==> src/hw/rtl/bclru_pkg.sv <==
package bclru_pkg;

  localparam int ENTRIES     = 32;
  localparam int BUCKETS     = 13;
  localparam int IDX_W       = 5;
  localparam int BKT_W       = 4;
  localparam int CNT_W       = 8;
  localparam int STAMP_W     = 32;
  localparam int DEV_W       = 8;
  localparam int BLK_W       = 32;
  localparam int OP_W        = 2;
  localparam int ST_W        = 2;

  // Reciprocal of BUCKETS: floor(x / 13) = (x * BKT_RECIP) >> BKT_RSHIFT for 32-bit x
  localparam logic [BLK_W-1:0] BKT_RECIP  = 32'h4EC4_EC4F;
  localparam int               BKT_RSHIFT = 34;

  typedef enum logic [OP_W-1:0] {
    OP_GET     = 2'd0,
    OP_RELEASE = 2'd1,
    OP_PIN     = 2'd2,
    OP_UNPIN   = 2'd3
  } op_t;

  typedef enum logic [ST_W-1:0] {
    ST_OK        = 2'd0,
    ST_NO_FREE   = 2'd1,
    ST_UNDERFLOW = 2'd2
  } status_t;

  typedef enum logic [2:0] {
    S_IDLE,
    S_MOD,
    S_SCAN,
    S_DECIDE,
    S_SEARCH,
    S_UPDATE,
    S_OUT
  } state_t;

  // Payloads
  typedef struct packed {
    logic [OP_W-1:0]    opcode;
    logic [DEV_W-1:0]   device;
    logic [BLK_W-1:0]   block_number;
    logic [IDX_W-1:0]   entry_index;
    logic [STAMP_W-1:0] now_tick;
  } req_t;

  typedef struct packed {
    logic [IDX_W-1:0] result_index;
    logic             hit;
    logic             needs_read;
    logic [ST_W-1:0]  status;
  } rsp_t;

  // Token that travels down the cell chain during a scan
  typedef struct packed {
    logic               hit_found;
    logic [IDX_W-1:0]   hit_idx;
    logic               vic_found;
    logic [IDX_W-1:0]   vic_idx;
    logic [STAMP_W-1:0] vic_stamp;
  } tok_t;

  // Write command broadcast to all cells
  typedef struct packed {
    logic               en;
    logic [IDX_W-1:0]   idx;
    logic               set_tag;
    logic [DEV_W-1:0]   device;
    logic [BLK_W-1:0]   block_number;
    logic [BKT_W-1:0]   bucket;
    logic               set_cnt;
    logic [CNT_W-1:0]   cnt;
    logic               set_stamp;
    logic [STAMP_W-1:0] stamp;
    logic               set_valid;
    logic               valid;
  } wr_t;

  // Next bucket with wraparound
  function automatic logic [BKT_W-1:0] bkt_inc(input logic [BKT_W-1:0] b);
    logic [BKT_W-1:0] r;
    r = (b == BKT_W'(BUCKETS - 1)) ? '0 : b + 1'b1;
    return r;
  endfunction

endpackage

==> src/hw/rtl/bclru_mod13.sv <==
module bclru_mod13
  import bclru_pkg::*;
(
  input  logic             clk,
  input  logic             rst_n,
  input  logic             start,
  input  logic [BLK_W-1:0] value,
  output logic             done,
  output logic [BKT_W-1:0] rem
);

  // Two stages: register value * reciprocal, then rem = value - quotient * BUCKETS.
  // value must hold from the cycle after start until done.
  logic               go1_r, go2_r;
  logic [2*BLK_W-1:0] prod_r;
  logic [BLK_W-1:0]   quo;
  logic [BLK_W-1:0]   diff;

  always_ff @(posedge clk) begin
    if (!rst_n) begin
      go1_r <= 1'b0;
      go2_r <= 1'b0;
    end else begin
      go1_r <= start;
      go2_r <= go1_r;
    end
    prod_r <= (2*BLK_W)'(value) * (2*BLK_W)'(BKT_RECIP);
  end

  // Take the quotient and subtract its multiple
  always_comb begin
    quo  = BLK_W'(prod_r >> BKT_RSHIFT);
    diff = value - quo * BLK_W'(BUCKETS);
  end

  assign done = go2_r;
  assign rem  = BKT_W'(diff);

endmodule

==> config.mk <==
export PLATFORM = sky130hd
export DESIGN_NAME = bclru_mod13
export DESIGN_NICKNAME = d
export VERILOG_FILES = /design/src/hw/rtl/bclru_pkg.sv /design/src/hw/rtl/bclru_mod13.sv
export SDC_FILE = /design/constraint.sdc
export NUM_CORES = 1
export LEC_CHECK = 0
export BUFFER_PORTS_ARGS = -buffer_cell sky130_fd_sc_hd__buf_2
export CAP_MARGIN = 10
export CORE_ASPECT_RATIO = 0.9
export CORE_MARGIN = 2
export CORE_UTILIZATION = 46
export CTS_BUF_LIST = sky130_fd_sc_hd__clkbuf_8 sky130_fd_sc_hd__clkbuf_16
export CTS_CLUSTER_SIZE = 40
export DETAILED_ROUTE_END_ITERATION = 8
export SETUP_SLACK_MARGIN = 0.1
export SLEW_MARGIN = 20
export SYNTH_ARGS = -nofsm -noshare
export SYNTH_HDL_FRONTEND = slang
export SYNTH_SLANG_ARGS = --single-unit
==> constraint.sdc <==
create_clock -name clk -period 10.33 [get_ports clk]
set_clock_uncertainty 0.2 [all_clocks]
set_input_delay 1.033 -clock clk [delete_from_list [all_inputs] [get_ports clk]]
set_output_delay 1.033 -clock clk [all_outputs]
set_load 0.02 [all_outputs]
==> flow_metrics.env <==
export IMPL_finalSetupViolCount=0
export IMPL_hpwl_um=22100
export IMPL_finalHoldViolations=0
export IMPL_ant_nets=0
export IMPL_whs_ps=228
export IMPL_arrival_ps=7700
export IMPL_wl_per_cell_um=17.2
export IMPL_yosys_warnings=0
export IMPL_ios=40
export IMPL_min_path_type="register to register"
export IMPL_endpoint_kind="register"
export IMPL_antenna_cells=0
export IMPL_rows=52
export IMPL_gr_usage_met1_pct=33.6
export IMPL_grt_antenna_before_repair=0
export IMPL_syn_to_final_growth_pct=6.19
export IMPL_syn_num_nets=1549
export IMPL_layout_commonest_cell="inv_1"
export IMPL_fin_util_pct=49.4
export IMPL_ys_seq_area_share_pct=1.16
export IMPL_pre_cts_ws_ps=2300
export IMPL_r2r_start="go1_r"
export IMPL_synth_top_area_cell="fa_1"
export IMPL_mostFrequentLayoutCells="431 x inv_1, 249 x fa_1, 222 x ha_1, 39 x buf_2, 32 x xnor2_1"
export IMPL_tns_ps=0
export IMPL_post_cts_buffers=0
export IMPL_regToRegSetupSlack_ps=9600
export IMPL_cap_violations=0
export IMPL_cts_root_buf="clkbuf_16"
export IMPL_worstSetupStartpoint="value[3]"
export IMPL_num_vias=6459
export IMPL_fin_ws_ps=2580
export IMPL_fin_crit_sh_pct=75.0
export IMPL_core_area_um2=22300
export IMPL_syn_area_um2=10400
export IMPL_dieArea_um2=23800
export IMPL_slew_violations=0
export IMPL_via_per_inst=4.67
export IMPL_grt_pass1_vias=7100
export IMPL_synth_seq_cells=6
export IMPL_grt_usage_pct=21.7
export IMPL_worst_setup_path_type="input pin to register"
export IMPL_clkTransAtPathRegs_ps=30
export IMPL_fill_cells=2094
export IMPL_synth_area_leaders="fa_1 48%, ha_1 27%, inv_1 16%, xnor2_1 2.7%, dfxtp_1 1.2%"
export IMPL_synth_cell_types=32
export IMPL_first_iter_violations=302
export IMPL_cts_tree="built"
export IMPL_start_util_pct=46.5
export IMPL_htreeDepth=1
export IMPL_synth_edf_count=0
export IMPL_grt_use_met2_pct=35.0
export IMPL_grt_util_met3_pct=1.73
export IMPL_syn_area_per_cell_um2=9.95
export IMPL_chipWidth_um=162
export IMPL_slew_headroom_pct=59.5
export IMPL_ys_dominant_reg_cell="dfxtp_1"
export IMPL_synth_top_cell_area_share_pct=48.0
export IMPL_clockBufferDepth=2
export IMPL_rsz0062_at_grt="no"
export IMPL_cts_hold_buf=0
export IMPL_grt_overflow_total=0
export IMPL_critical_path_startpoint_type="input pin"
export IMPL_rr_worst_depth=1
export IMPL_cts_sinks=6
export IMPL_drc=0
export IMPL_grt_first_pass_wirelength_um=38700
export IMPL_clk_latency_ps=230
export IMPL_regToRegEndpoint="done"
export IMPL_crit_fanout=10
export IMPL_crit_end="prod_r[36]"
export IMPL_nets=1593
export IMPL_worstPathRequired_ps=10280
export IMPL_gp_congestion=0.922
export IMPL_cts_resized=0
export IMPL_syn_inst=1043
export IMPL_dr_pass1_iters=5
export IMPL_top_usage_layer="met2"
export IMPL_synthArstFlopShare_pct=0
export IMPL_min_period_ps=7750
export IMPL_max_freq_mhz=129
export IMPL_grt_max_degree=12
export IMPL_routed_wl_um=23700
export IMPL_io_buffers=39
export IMPL_tightest_slew_ps=604
export IMPL_drive_gt1_share_pct=4.15
export IMPL_cts_buffers=3
export IMPL_status="completed"
export IMPL_die_h_um=146
-- worst max-delay path, cell delays in order --
cell and delay (ps):
buf_2 250, fa_1 570, fa_1 510, inv_1 50, fa_1 470, inv_1 60
fa_1 520, fa_1 530, fa_1 520, fa_1 540, inv_1 50, fa_1 540
inv_1 50, ha_1 290, nand3_1 160, nor2_1 430, nand2_1 110, a211oi_1 540
a211oi_2 110, o21ai_1 200, xor2_1 150
-- cell type report --
cell class	instances	area (um2)	area share (%)
inverters	431	1620	14.7
flip-flops and latches	6	120	1.09
well taps	297	372	3.37
clock buffers	3	75.1	0.681
repair buffers	39	195	1.77
multi-input cells	606	8640	78.4
-- state kept, by name, summed over array words and instances (netlist names) --
| name | count |
|---|---|
| prod_r | 4 |
| done | 1 |
| go1_r | 1 |
-- how the worst min path moves through the flow --
stage	startpoint	endpoint	depth (start not counted)
floorplan	go1_r	done	1
global placement	go1_r	done	1
detailed placement	go1_r	done	1
CTS	go1_r	done	1
global route	go1_r	done	1
finish	go1_r	done	1
-- synth_stat cells (2+ instances only) --
cell type  count
inv_1        431
nor3_1         5
nor4_1         2
dfxtp_1        6
a211oi_1       2
ha_1         222
fa_1         249
o21ai_0        9
o211ai_1       3
and2_1         3
nand4_1        6
a21oi_1       17
xnor2_1       32
nor2_1         8
nand2_1       20
o21ai_1        2
a21o_1         7
xor2_1         5
-- stage by stage --
| stage | instances | instance area [um2] |
|---|---|---|
| after floorplan | 1043 | 10400 |
| after global placement | 1379 | 10900 |
| after detailed placement | 1379 | 10900 |
| after CTS | 1382 | 11000 |
| after global routing | 1382 | 11000 |
| final | 1382 | 11000 |
-- metal layers --
metal | wire length (um) | up-vias
li1 | - | 3105
met1 | 11700 | 3207
met2 | 10800 | 131
met3 | 961 | 16
met4 | 173 | 0
met5 | 0 | -
-- cells by family after synthesis --
| family | synth area share [%] |
|---|---|
| AOI/OAI and AO/OA | 3.17 |
| DFF | 1.16 |
| and+or+nand+nor | 2.15 |
| buffers and inverters | 15.6 |
| adders and majority gates | 74.8 |
| xor gates and xnor gates | 3.12 |
Power is left out: the tool's default activity adds up to more than one toggle a clock period on the data nets, which glitch-free logic cannot reach.
