<file path="src/hw/rtl/bclru_pkg.sv">
package bclru_pkg;

  localparam int ENTRIES     = 32;
  localparam int BUCKETS     = 13;
  localparam int IDX_W       = 5;
  localparam int BKT_W       = 4;
  localparam int CNT_W       = 8;
  localparam int STAMP_W     = 32;
  localparam int DEV_W       = 8;
  localparam int BLK_W       = 32;
  localparam int OP_W        = 2;
  localparam int ST_W        = 2;

  // Reciprocal of BUCKETS: floor(x / 13) = (x * BKT_RECIP) >> BKT_RSHIFT for 32-bit x
  localparam logic [BLK_W-1:0] BKT_RECIP  = 32'h4EC4_EC4F;
  localparam int               BKT_RSHIFT = 34;

  typedef enum logic [OP_W-1:0] {
    OP_GET     = 2'd0,
    OP_RELEASE = 2'd1,
    OP_PIN     = 2'd2,
    OP_UNPIN   = 2'd3
  } op_t;

  typedef enum logic [ST_W-1:0] {
    ST_OK        = 2'd0,
    ST_NO_FREE   = 2'd1,
    ST_UNDERFLOW = 2'd2
  } status_t;

  typedef enum logic [2:0] {
    S_IDLE,
    S_MOD,
    S_SCAN,
    S_DECIDE,
    S_SEARCH,
    S_UPDATE,
    S_OUT
  } state_t;

  // Payloads
  typedef struct packed {
    logic [OP_W-1:0]    opcode;
    logic [DEV_W-1:0]   device;
    logic [BLK_W-1:0]   block_number;
    logic [IDX_W-1:0]   entry_index;
    logic [STAMP_W-1:0] now_tick;
  } req_t;

  typedef struct packed {
    logic [IDX_W-1:0] result_index;
    logic             hit;
    logic             needs_read;
    logic [ST_W-1:0]  status;
  } rsp_t;

  // Token that travels down the cell chain during a scan
  typedef struct packed {
    logic               hit_found;
    logic [IDX_W-1:0]   hit_idx;
    logic               vic_found;
    logic [IDX_W-1:0]   vic_idx;
    logic [STAMP_W-1:0] vic_stamp;
  } tok_t;

  // Write command broadcast to all cells
  typedef struct packed {
    logic               en;
    logic [IDX_W-1:0]   idx;
    logic               set_tag;
    logic [DEV_W-1:0]   device;
    logic [BLK_W-1:0]   block_number;
    logic [BKT_W-1:0]   bucket;
    logic               set_cnt;
    logic [CNT_W-1:0]   cnt;
    logic               set_stamp;
    logic [STAMP_W-1:0] stamp;
    logic               set_valid;
    logic               valid;
  } wr_t;

  // Next bucket with wraparound
  function automatic logic [BKT_W-1:0] bkt_inc(input logic [BKT_W-1:0] b);
    logic [BKT_W-1:0] r;
    r = (b == BKT_W'(BUCKETS - 1)) ? '0 : b + 1'b1;
    return r;
  endfunction

endpackage

</file>
<file path="src/hw/rtl/bclru_cell.sv">
module bclru_cell
  import bclru_pkg::*;
(
  input  logic             clk,
  input  logic             rst_n,
  input  logic [IDX_W-1:0] my_idx,
  input  wr_t              wr,
  // scan request, broadcast
  input  logic [DEV_W-1:0] q_dev,
  input  logic [BLK_W-1:0] q_blk,
  input  logic [BKT_W-1:0] q_bkt,
  input  logic             step,
  input  tok_t             tok_in,
  output tok_t             tok_out,
  // addressed read
  output logic [CNT_W-1:0]   cnt,
  output logic               valid
);

  logic [DEV_W-1:0]   dev_r;
  logic [BLK_W-1:0]   blk_r;
  logic [BKT_W-1:0]   bkt_r;
  logic [CNT_W-1:0]   cnt_r;
  logic [STAMP_W-1:0] stamp_r;
  logic               valid_r;
  tok_t               tok_r, tok_nxt;
  logic               sel;

  assign sel = wr.en && (wr.idx == my_idx);

  // Hold entry state; write when addressed
  always_ff @(posedge clk) begin
    if (!rst_n) begin
      dev_r   <= '0;
      blk_r   <= '0;
      bkt_r   <= '0;
      cnt_r   <= '0;
      stamp_r <= '0;
      valid_r <= 1'b0;
    end else if (sel) begin
      if (wr.set_tag) begin
        dev_r <= wr.device;
        blk_r <= wr.block_number;
        bkt_r <= wr.bucket;
      end
      if (wr.set_cnt)   cnt_r   <= wr.cnt;
      if (wr.set_stamp) stamp_r <= wr.stamp;
      if (wr.set_valid) valid_r <= wr.valid;
    end
  end

  // Merge own entry into the passing token
  always_comb begin
    tok_nxt = tok_in;
    if (!tok_in.hit_found && dev_r == q_dev && blk_r == q_blk) begin
      tok_nxt.hit_found = 1'b1;
      tok_nxt.hit_idx   = my_idx;
    end
    if (cnt_r == '0 && bkt_r == q_bkt &&
        (!tok_in.vic_found || stamp_r < tok_in.vic_stamp)) begin
      tok_nxt.vic_found = 1'b1;
      tok_nxt.vic_idx   = my_idx;
      tok_nxt.vic_stamp = stamp_r;
    end
  end

  always_ff @(posedge clk) begin
    if (step) tok_r <= tok_nxt;
  end

  assign tok_out = tok_r;
  assign cnt     = cnt_r;
  assign valid   = valid_r;

endmodule

</file>
<file path="config.mk">
export PLATFORM = sky130hd
export DESIGN_NAME = bclru_cell
export DESIGN_NICKNAME = d
export VERILOG_FILES = /design/src/hw/rtl/bclru_pkg.sv /design/src/hw/rtl/bclru_cell.sv
export SDC_FILE = /design/constraint.sdc
export NUM_CORES = 1
export LEC_CHECK = 0
export BUFFER_PORTS_ARGS = -buffer_cell sky130_fd_sc_hd__buf_2
export CAP_MARGIN = 20
export CORE_UTILIZATION = 45
export CTS_CLUSTER_DIAMETER = 30
export DETAILED_ROUTE_END_ITERATION = 12
export PLACE_DENSITY_LB_ADDON = 0.25
export SYNTH_ARGS = -nofsm -noshare
export SYNTH_HDL_FRONTEND = slang
export SYNTH_SLANG_ARGS = --single-unit
</file>
<file path="constraint.sdc">
create_clock -name clk -period 3.7 [get_ports clk]
set_input_delay 0.185 -clock clk [delete_from_list [all_inputs] [get_ports clk]]
set_output_delay 0.185 -clock clk [all_outputs]
set_load 0.05 [all_outputs]
</file>
==> out/qor.csv, run 1 <==
stage,metric,value,unit
grt,vias in the first global route,5151,
min_path,hold depth,3,
grt,initial antenna violation count,1,
final_layout,"Core Util, Final",60.2,%
routing,Post-Route WL,15600,um
routing,met3 WL,1090,um
synthesis,average size of a mapped cell,11.2,um2
cts,Clock Root Buffer,clkbuf_16,
placement,routability-driven placement congestion ratio,0.808,
sta,Slew HR,28.5,%
cts,Post-CTS Setup Bufs,0,
synthesis,most common cell in the netlist,dfxtp_1,
cts,Max clock buf depth,2,
grt,first-pass GRT wire length,24200,um
synthesis,Area contributors post-synth,"dfxtp_1 (26%), edfxtp_1 (20%), mux2i_1 (7.9%)",
power,leak pwr,3.63,nW
worst_setup_path,path depth of the worst reg2reg path,8,
sta,Setup TNS Final,0,ns
synthesis,"area leader, netlist",dfxtp_1,
synthesis,Syn Std Cell Area,6550,um2
sta,Final Skew,0.00911,ns
placement,input/output buffers,243,
sta,fmax,0.369,GHz
final_layout,final instance area,8460,um2
routing,via count,5042,
power,Worst VDD drop,0.000276,V
grt,GRT Total Usage,21.1,%
final_layout,area delta synth->final,29.2,%
synthesis,Ys Warns,0,
sta,Tcrit/Tclk final,73.2,%
worst_setup_path,WP data required,3.86,ns
routing,Antenna Nets Post-Route,0,
cts,CTS tree,yes,
run,Max Cap Viol,0,
cts,hold_buf cts,0,
floorplanning,die width,123,um
floorplanning,# IOs,244,
final_layout,# fillers,1177,
synthesis,Synth Flop Type,dfxtp_1,
cts,Worst-Skew Late Latency,0.41,ns
placement,HPWL after DPL,11700,um
sta,RSZ-0062 raised after global routing,false,
floorplanning,Initial Util,46.6,%
final_layout,ratio of cells with drive above 1 in the final layout,39.0,%
floorplanning,site row count,43,
min_path,hold crit path type,in -> reg,
grt,pin count of the biggest net entering global routing,54,
routing,DRC viols,0,
sta,final hold vios,0,
synthesis,Post-synth top cells,"dfxtp_1 (85), nand2_1 (73), mux2i_1 (52), nor2b_1 (52), edfxtp_1 (44)",
routing,Pre-antenna DRT Iters,4,
final_layout,register area,3020,um2
synthesis,register area share after synthesis,46.2,%
worst_setup_path,Critical Path Fanout Max,37,
floorplanning,core area,14000,um2
final_layout,area occupied by multi-input gates,3210,um2
worst_setup_path,WP data arrival,2.87,ns
routing,wire length on met1,6560,um
outcome,outcome,finished clean,
routing,DR top layer,met4,
synthesis,"EDFF count, synth",44,
synthesis,unique cell type count in the Yosys netlist,37,
synthesis,share of synthesized flip-flops with an asynchronous set or reset,0,%
power,power per cell area,428,nW/um2
final_layout,n_diodes,0,
synthesis,synthesized instance count,587,
sta,Final min period,2.71,ns
cts,Clock H-tree levels,4,
placement,Placed Area,7860,um2
worst_setup_path,Worst setup EP type,flip-flop,
cts,Resized cells post-CTS,0,
synthesis,Synth Register Bits,129,
cts,Clock transition at path regs,0.06,ns
cts,Clock Sinks,129,
synthesis,Synth Net Count,809,
worst_setup_path,critical path startpoint category,flip-flop,
synthesis,Synth top area share,26.0,%
floorplanning,chip height,123,um
routing,metal2 WL,7640,um
routing,WL/cell,15.3,um
final_layout,Final nets,1051,
sta,Slew Limit Fails,0,
sta,Finish-stage setup viols,0,
sta,Least-Margin Pin Slew,1.07,ns
worst_setup_path,WS Path Type,reg -> reg,
cts,Num CTS Buffers,17,
grt,total gr overflow,0,
routing,Vias/cell,4.93,
floorplanning,die area,15000,um2
routing,drt initial violations,213,
-- state kept, by name, indices dropped and copies added, names as in the netlist --
signal	flops
cnt	8
valid	1
bkt_r	4
dev_r	8
tok_out	44
blk_r	32
stamp_r	32
-- power breakdown --
part           total [mW]  switching, mW  internal, mW
registers            1.52         0.0115          1.51
logic               0.425          0.241         0.183
clock network        1.68          0.600          1.08
-- cells in the final DEF, fill, tap and decap left out, types with 2 or more instances in the layout --
cell and instances:
and2_1 2, mux2i_1 52, or2_2 2, nand4_1 15, and3_1 2, nand2_1 73, clkbuf_16 20, clkinv_2 5
a21o_1 3, nand3_1 6, xor2_1 15, nor2b_1 52, buf_2 243, xnor2_1 34, a211oi_1 2, nor4_1 7
nor3_1 4, mux2_4 30, edfxtp_1 44, mux2_2 12, dfxtp_1 85, ha_1 31, clkbuf_1 2, buf_4 5
clkbuf_8 2, a21oi_1 12, inv_1 32, a21boi_0 33, o21ai_0 3
-- critical path, cell delays in order, from the launching register on --
cell and delay, ns:
dfxtp_1 0.37, ha_1 0.27, nand4_1 0.17, nor3_1 0.08, a221o_1 0.32, o31ai_1 0.28
o211a_2 0.28, buf_12 0.27, mux2_2 0.37
-- metrics by stage --
step / total power, mW / instances / setup slack (ns) / hold slack (ns)
detailed placement: 1.98 / 990 / 0.986 / 0.444
global route: 3.74 / 1022 / 0.898 / 0.0179
global placement: 1.97 / 990 / 1.00 / 0.440
finish: 3.62 / 1022 / 0.993 / 0.0233
floorplan: 1.80 / 587 / 1.37 / 0.297
CTS: 3.65 / 1022 / 0.990 / 0.00573
-- per-layer routing --
metal	global-route usage, %	up-vias
met5	0	-
li1	-	2508
met2	36.5	166
met1	24.1	2342
met4	9.07	0
met3	6.32	26
-- area by class of cell --
| class | count | share of cell area, % |
|---|---|---|
| Multi-Input combinational cell | 400 | 38.0 |
| Sequential cell | 129 | 35.7 |
| Timing Repair Buffer | 249 | 15.1 |
| Clock buffer | 24 | 6.33 |
| Tap cell | 180 | 2.66 |
| Inverter | 32 | 1.42 |
| Clock inverter | 8 | 0.813 |
-- kinds of logic after synthesis --
group                      share of synthesized area [%]
xor gates and xnor gates                            6.55
adders and majority gates                           5.92
buffers and inverters                               4.78
AOI/OAI and AO/OA                                   6.40
DFF                                                 46.2
muxes                                               16.9
and+or+nand+nor                                     13.3
-- worst paths after layout --
| check | start | to | slack, ns |
|---|---|---|---|
| worst max-delay path | stamp_r[31] | tok_out[36] | 0.99 |
| worst min-delay path | wr[11] | stamp_r[9] | 0.02 |
| worst max register to register | stamp_r[31] | tok_out[36] | 0.99 |
| worst min register to register | valid | valid | 0.47 |
Power figures use the tool's default switching activity.
==> run 2, diff against run 1 <==
- clock period: 3.7 -> 2.8 ns (I/O delays scaled with it)
==> out/qor.csv, run 2 (synthesized netlist as in run 1, its figures left out) <==
stage,metric,value,unit,change
sta,Slew HR,27.8,%,-0.61 points
worst_setup_path,WS Path Type,reg -> reg,,
final_layout,Final nets,1132,,+7.7%
worst_setup_path,WP data arrival,2.82,ns,-0.05 ns
floorplanning,core area,14000,um2,unchanged
routing,Post-Route WL,16600,um,+6.4%
final_layout,ratio of cells with drive above 1 in the final layout,35.4,%,-3.6 points
routing,Pre-antenna DRT Iters,4,,unchanged
cts,Clock H-tree levels,4,,unchanged
grt,initial antenna violation count,0,,-1
sta,fmax,0.377,GHz,+1.9%
cts,Worst-Skew Late Latency,0.42,ns,about the same
cts,Max clock buf depth,2,,unchanged
placement,routability-driven placement congestion ratio,0.831,,+2.9%
min_path,hold crit path type,in -> reg,,
worst_setup_path,max incr delay on CP,0.37,ns,about the same
worst_setup_path,Critical Path Fanout Max,13,,-65%
cts,Num CTS Buffers,17,,unchanged
cts,CTS tree,yes,,
cts,Clock Root Buffer,clkbuf_16,,
sta,Finish-stage setup viols,0,,unchanged
worst_setup_path,critical path startpoint category,flip-flop,,
floorplanning,die width,123,um,unchanged
routing,WL/cell,15.1,um,-1.3%
sta,Final Skew,0.00676,ns,-0.00235 ns
grt,vias in the first global route,5600,,+8.7%
routing,DRC viols,0,,unchanged
floorplanning,site row count,43,,unchanged
cts,Post-CTS Setup Bufs,0,,unchanged
routing,Antenna Nets Post-Route,0,,unchanged
cts,Clock Sinks,129,,unchanged
floorplanning,Initial Util,46.6,%,unchanged
sta,Tcrit/Tclk final,94.9,%,+22 points
grt,pin count of the biggest net entering global routing,45,,-17%
worst_setup_path,crit path max-delay cell type,mux2_2,,
power,leak pwr,3.93,nW,+8.3%
sta,Setup TNS Final,0,ns,unchanged
sta,final hold vios,0,,unchanged
worst_setup_path,WP data required,2.96,ns,-0.90 ns
final_layout,"most common cell after layout, fill and taps aside",buf_2,,
placement,input/output buffers,243,,unchanged
outcome,outcome,finished clean,,
worst_setup_path,crit path cell chain,"ha_1, nand4_1, nor3_1, a221o_1, o31ai_1, o211a_2, buf_4, mux2_2",,
floorplanning,# IOs,244,,unchanged
sta,RSZ-0062 raised after global routing,false,,
worst_setup_path,Worst setup EP type,flip-flop,,
sta,Final min period,2.66,ns,-0.0514 ns
floorplanning,chip height,123,um,unchanged
grt,first-pass GRT wire length,25800,um,+6.5%
sta,Slew Limit Fails,0,,unchanged
routing,drt initial violations,213,,unchanged
placement,HPWL after DPL,11700,um,+0.18%
routing,Vias/cell,4.93,,-0.16%
power,Worst VDD drop,0.000349,V,+27%
final_layout,area delta synth->final,40.2,%,
sta,Least-Margin Pin Slew,1.08,ns,+0.00922 ns
grt,GRT Total Usage,22.6,%,+1.5 points
final_layout,Largest register FFs,44,,unchanged
cts,Resized cells post-CTS,0,,unchanged
cts,Clock transition at path regs,0.05,ns,about the same
grt,total gr overflow,0,,unchanged
routing,via count,5428,,+7.7%
worst_setup_path,r2r setup slk,0.14,ns,-0.85 ns
power,power per cell area,502,nW/um2,+17%
final_layout,most frequent cells in the layout,"buf_2 (243), dfxtp_1 (85), dlygate4sd3_1 (79), nand2_1 (73)",,
power,total power draw,4.60,mW,+27%
floorplanning,die area,15000,um2,unchanged
run,Max Cap Viol,0,,unchanged
## run 2: changes by cell type in the layout (fill, tap and decap cells not counted), moves of 2 or more
cell / previous run / this run
clkbuf_16: 20 / 18
buf_4: 5 / 7
dlygate4sd3_1: 0 / 79
clkbuf_1: 2 / 4
## run 2: worst paths after layout
kind | start | to | cells after the start
setup / recovery | stamp_r[30] | tok_out[36] | 8
hold / removal | wr[66] | blk_r[18] | 3
setup reg to reg | stamp_r[30] | tok_out[36] | 8
hold reg to reg | valid | valid | 2
## run 2: worst max-delay path: cells and delay by family (launching register included)
| kind | cells | cell delay (ns) |
|---|---|---|
| compound gates | 3 | 0.86 |
| buf+inv | 1 | 0.28 |
| mux | 1 | 0.37 |
| fa+ha+maj | 1 | 0.32 |
| simple gates | 2 | 0.26 |
| flops | 1 | 0.32 |
## run 2: routing by layer
layer	routed length [um]	vias to the layer above	track usage [%]	part of all wire, %
li1	-	2678	-	-
met1	6700	2521	24.1	40
met2	8520	202	40.8	51
met3	1080	27	7.67	6.5
met4	312	0	8.46	1.9
met5	0	-	0	0
## run 2: repair_timing
item                                   4_1_cts  5_1_grt
hold buffers                                79        0
setup endpoints to repair                    0        0
endpoints found under the hold margin       79        0
## run 2: where the power goes
| part | switching [mW] | internal, mW | total, mW |
|---|---|---|---|
| clock network | 0.757 | 1.18 | 1.94 |
| registers | 0.0157 | 1.99 | 2.01 |
| logic | 0.338 | 0.315 | 0.653 |
## run 2: area by class of cell
cell class                 instances  area (um2)
clock buffer                      23         479
clock inverter                     7        36.3
fill                            1089        4860
tap                              180         225
timing repair buffer             330        2080
antenna                            1        2.50
multi-input combinational        400        3210
inverter                          32         120
sequential                       129        3020
## run 2: metrics by stage
stage | instances | setup WS (ns) | util [%] | area, um2 | hold WS (ns)
final | 1102 | 0.144 | 65.4 | 9180 | 0.0136
after global placement | 992 | 0.204 | 56.0 | 7870 | 0.394
after CTS | 1101 | 0.148 | 65.3 | 9180 | 0.000246
after floorplan | 587 | 0.467 | - | 6550 | 0.252
after global routing | 1101 | 0.0207 | 65.3 | 9180 | 0.00397
after detailed placement | 992 | 0.170 | 56.0 | 7870 | 0.399
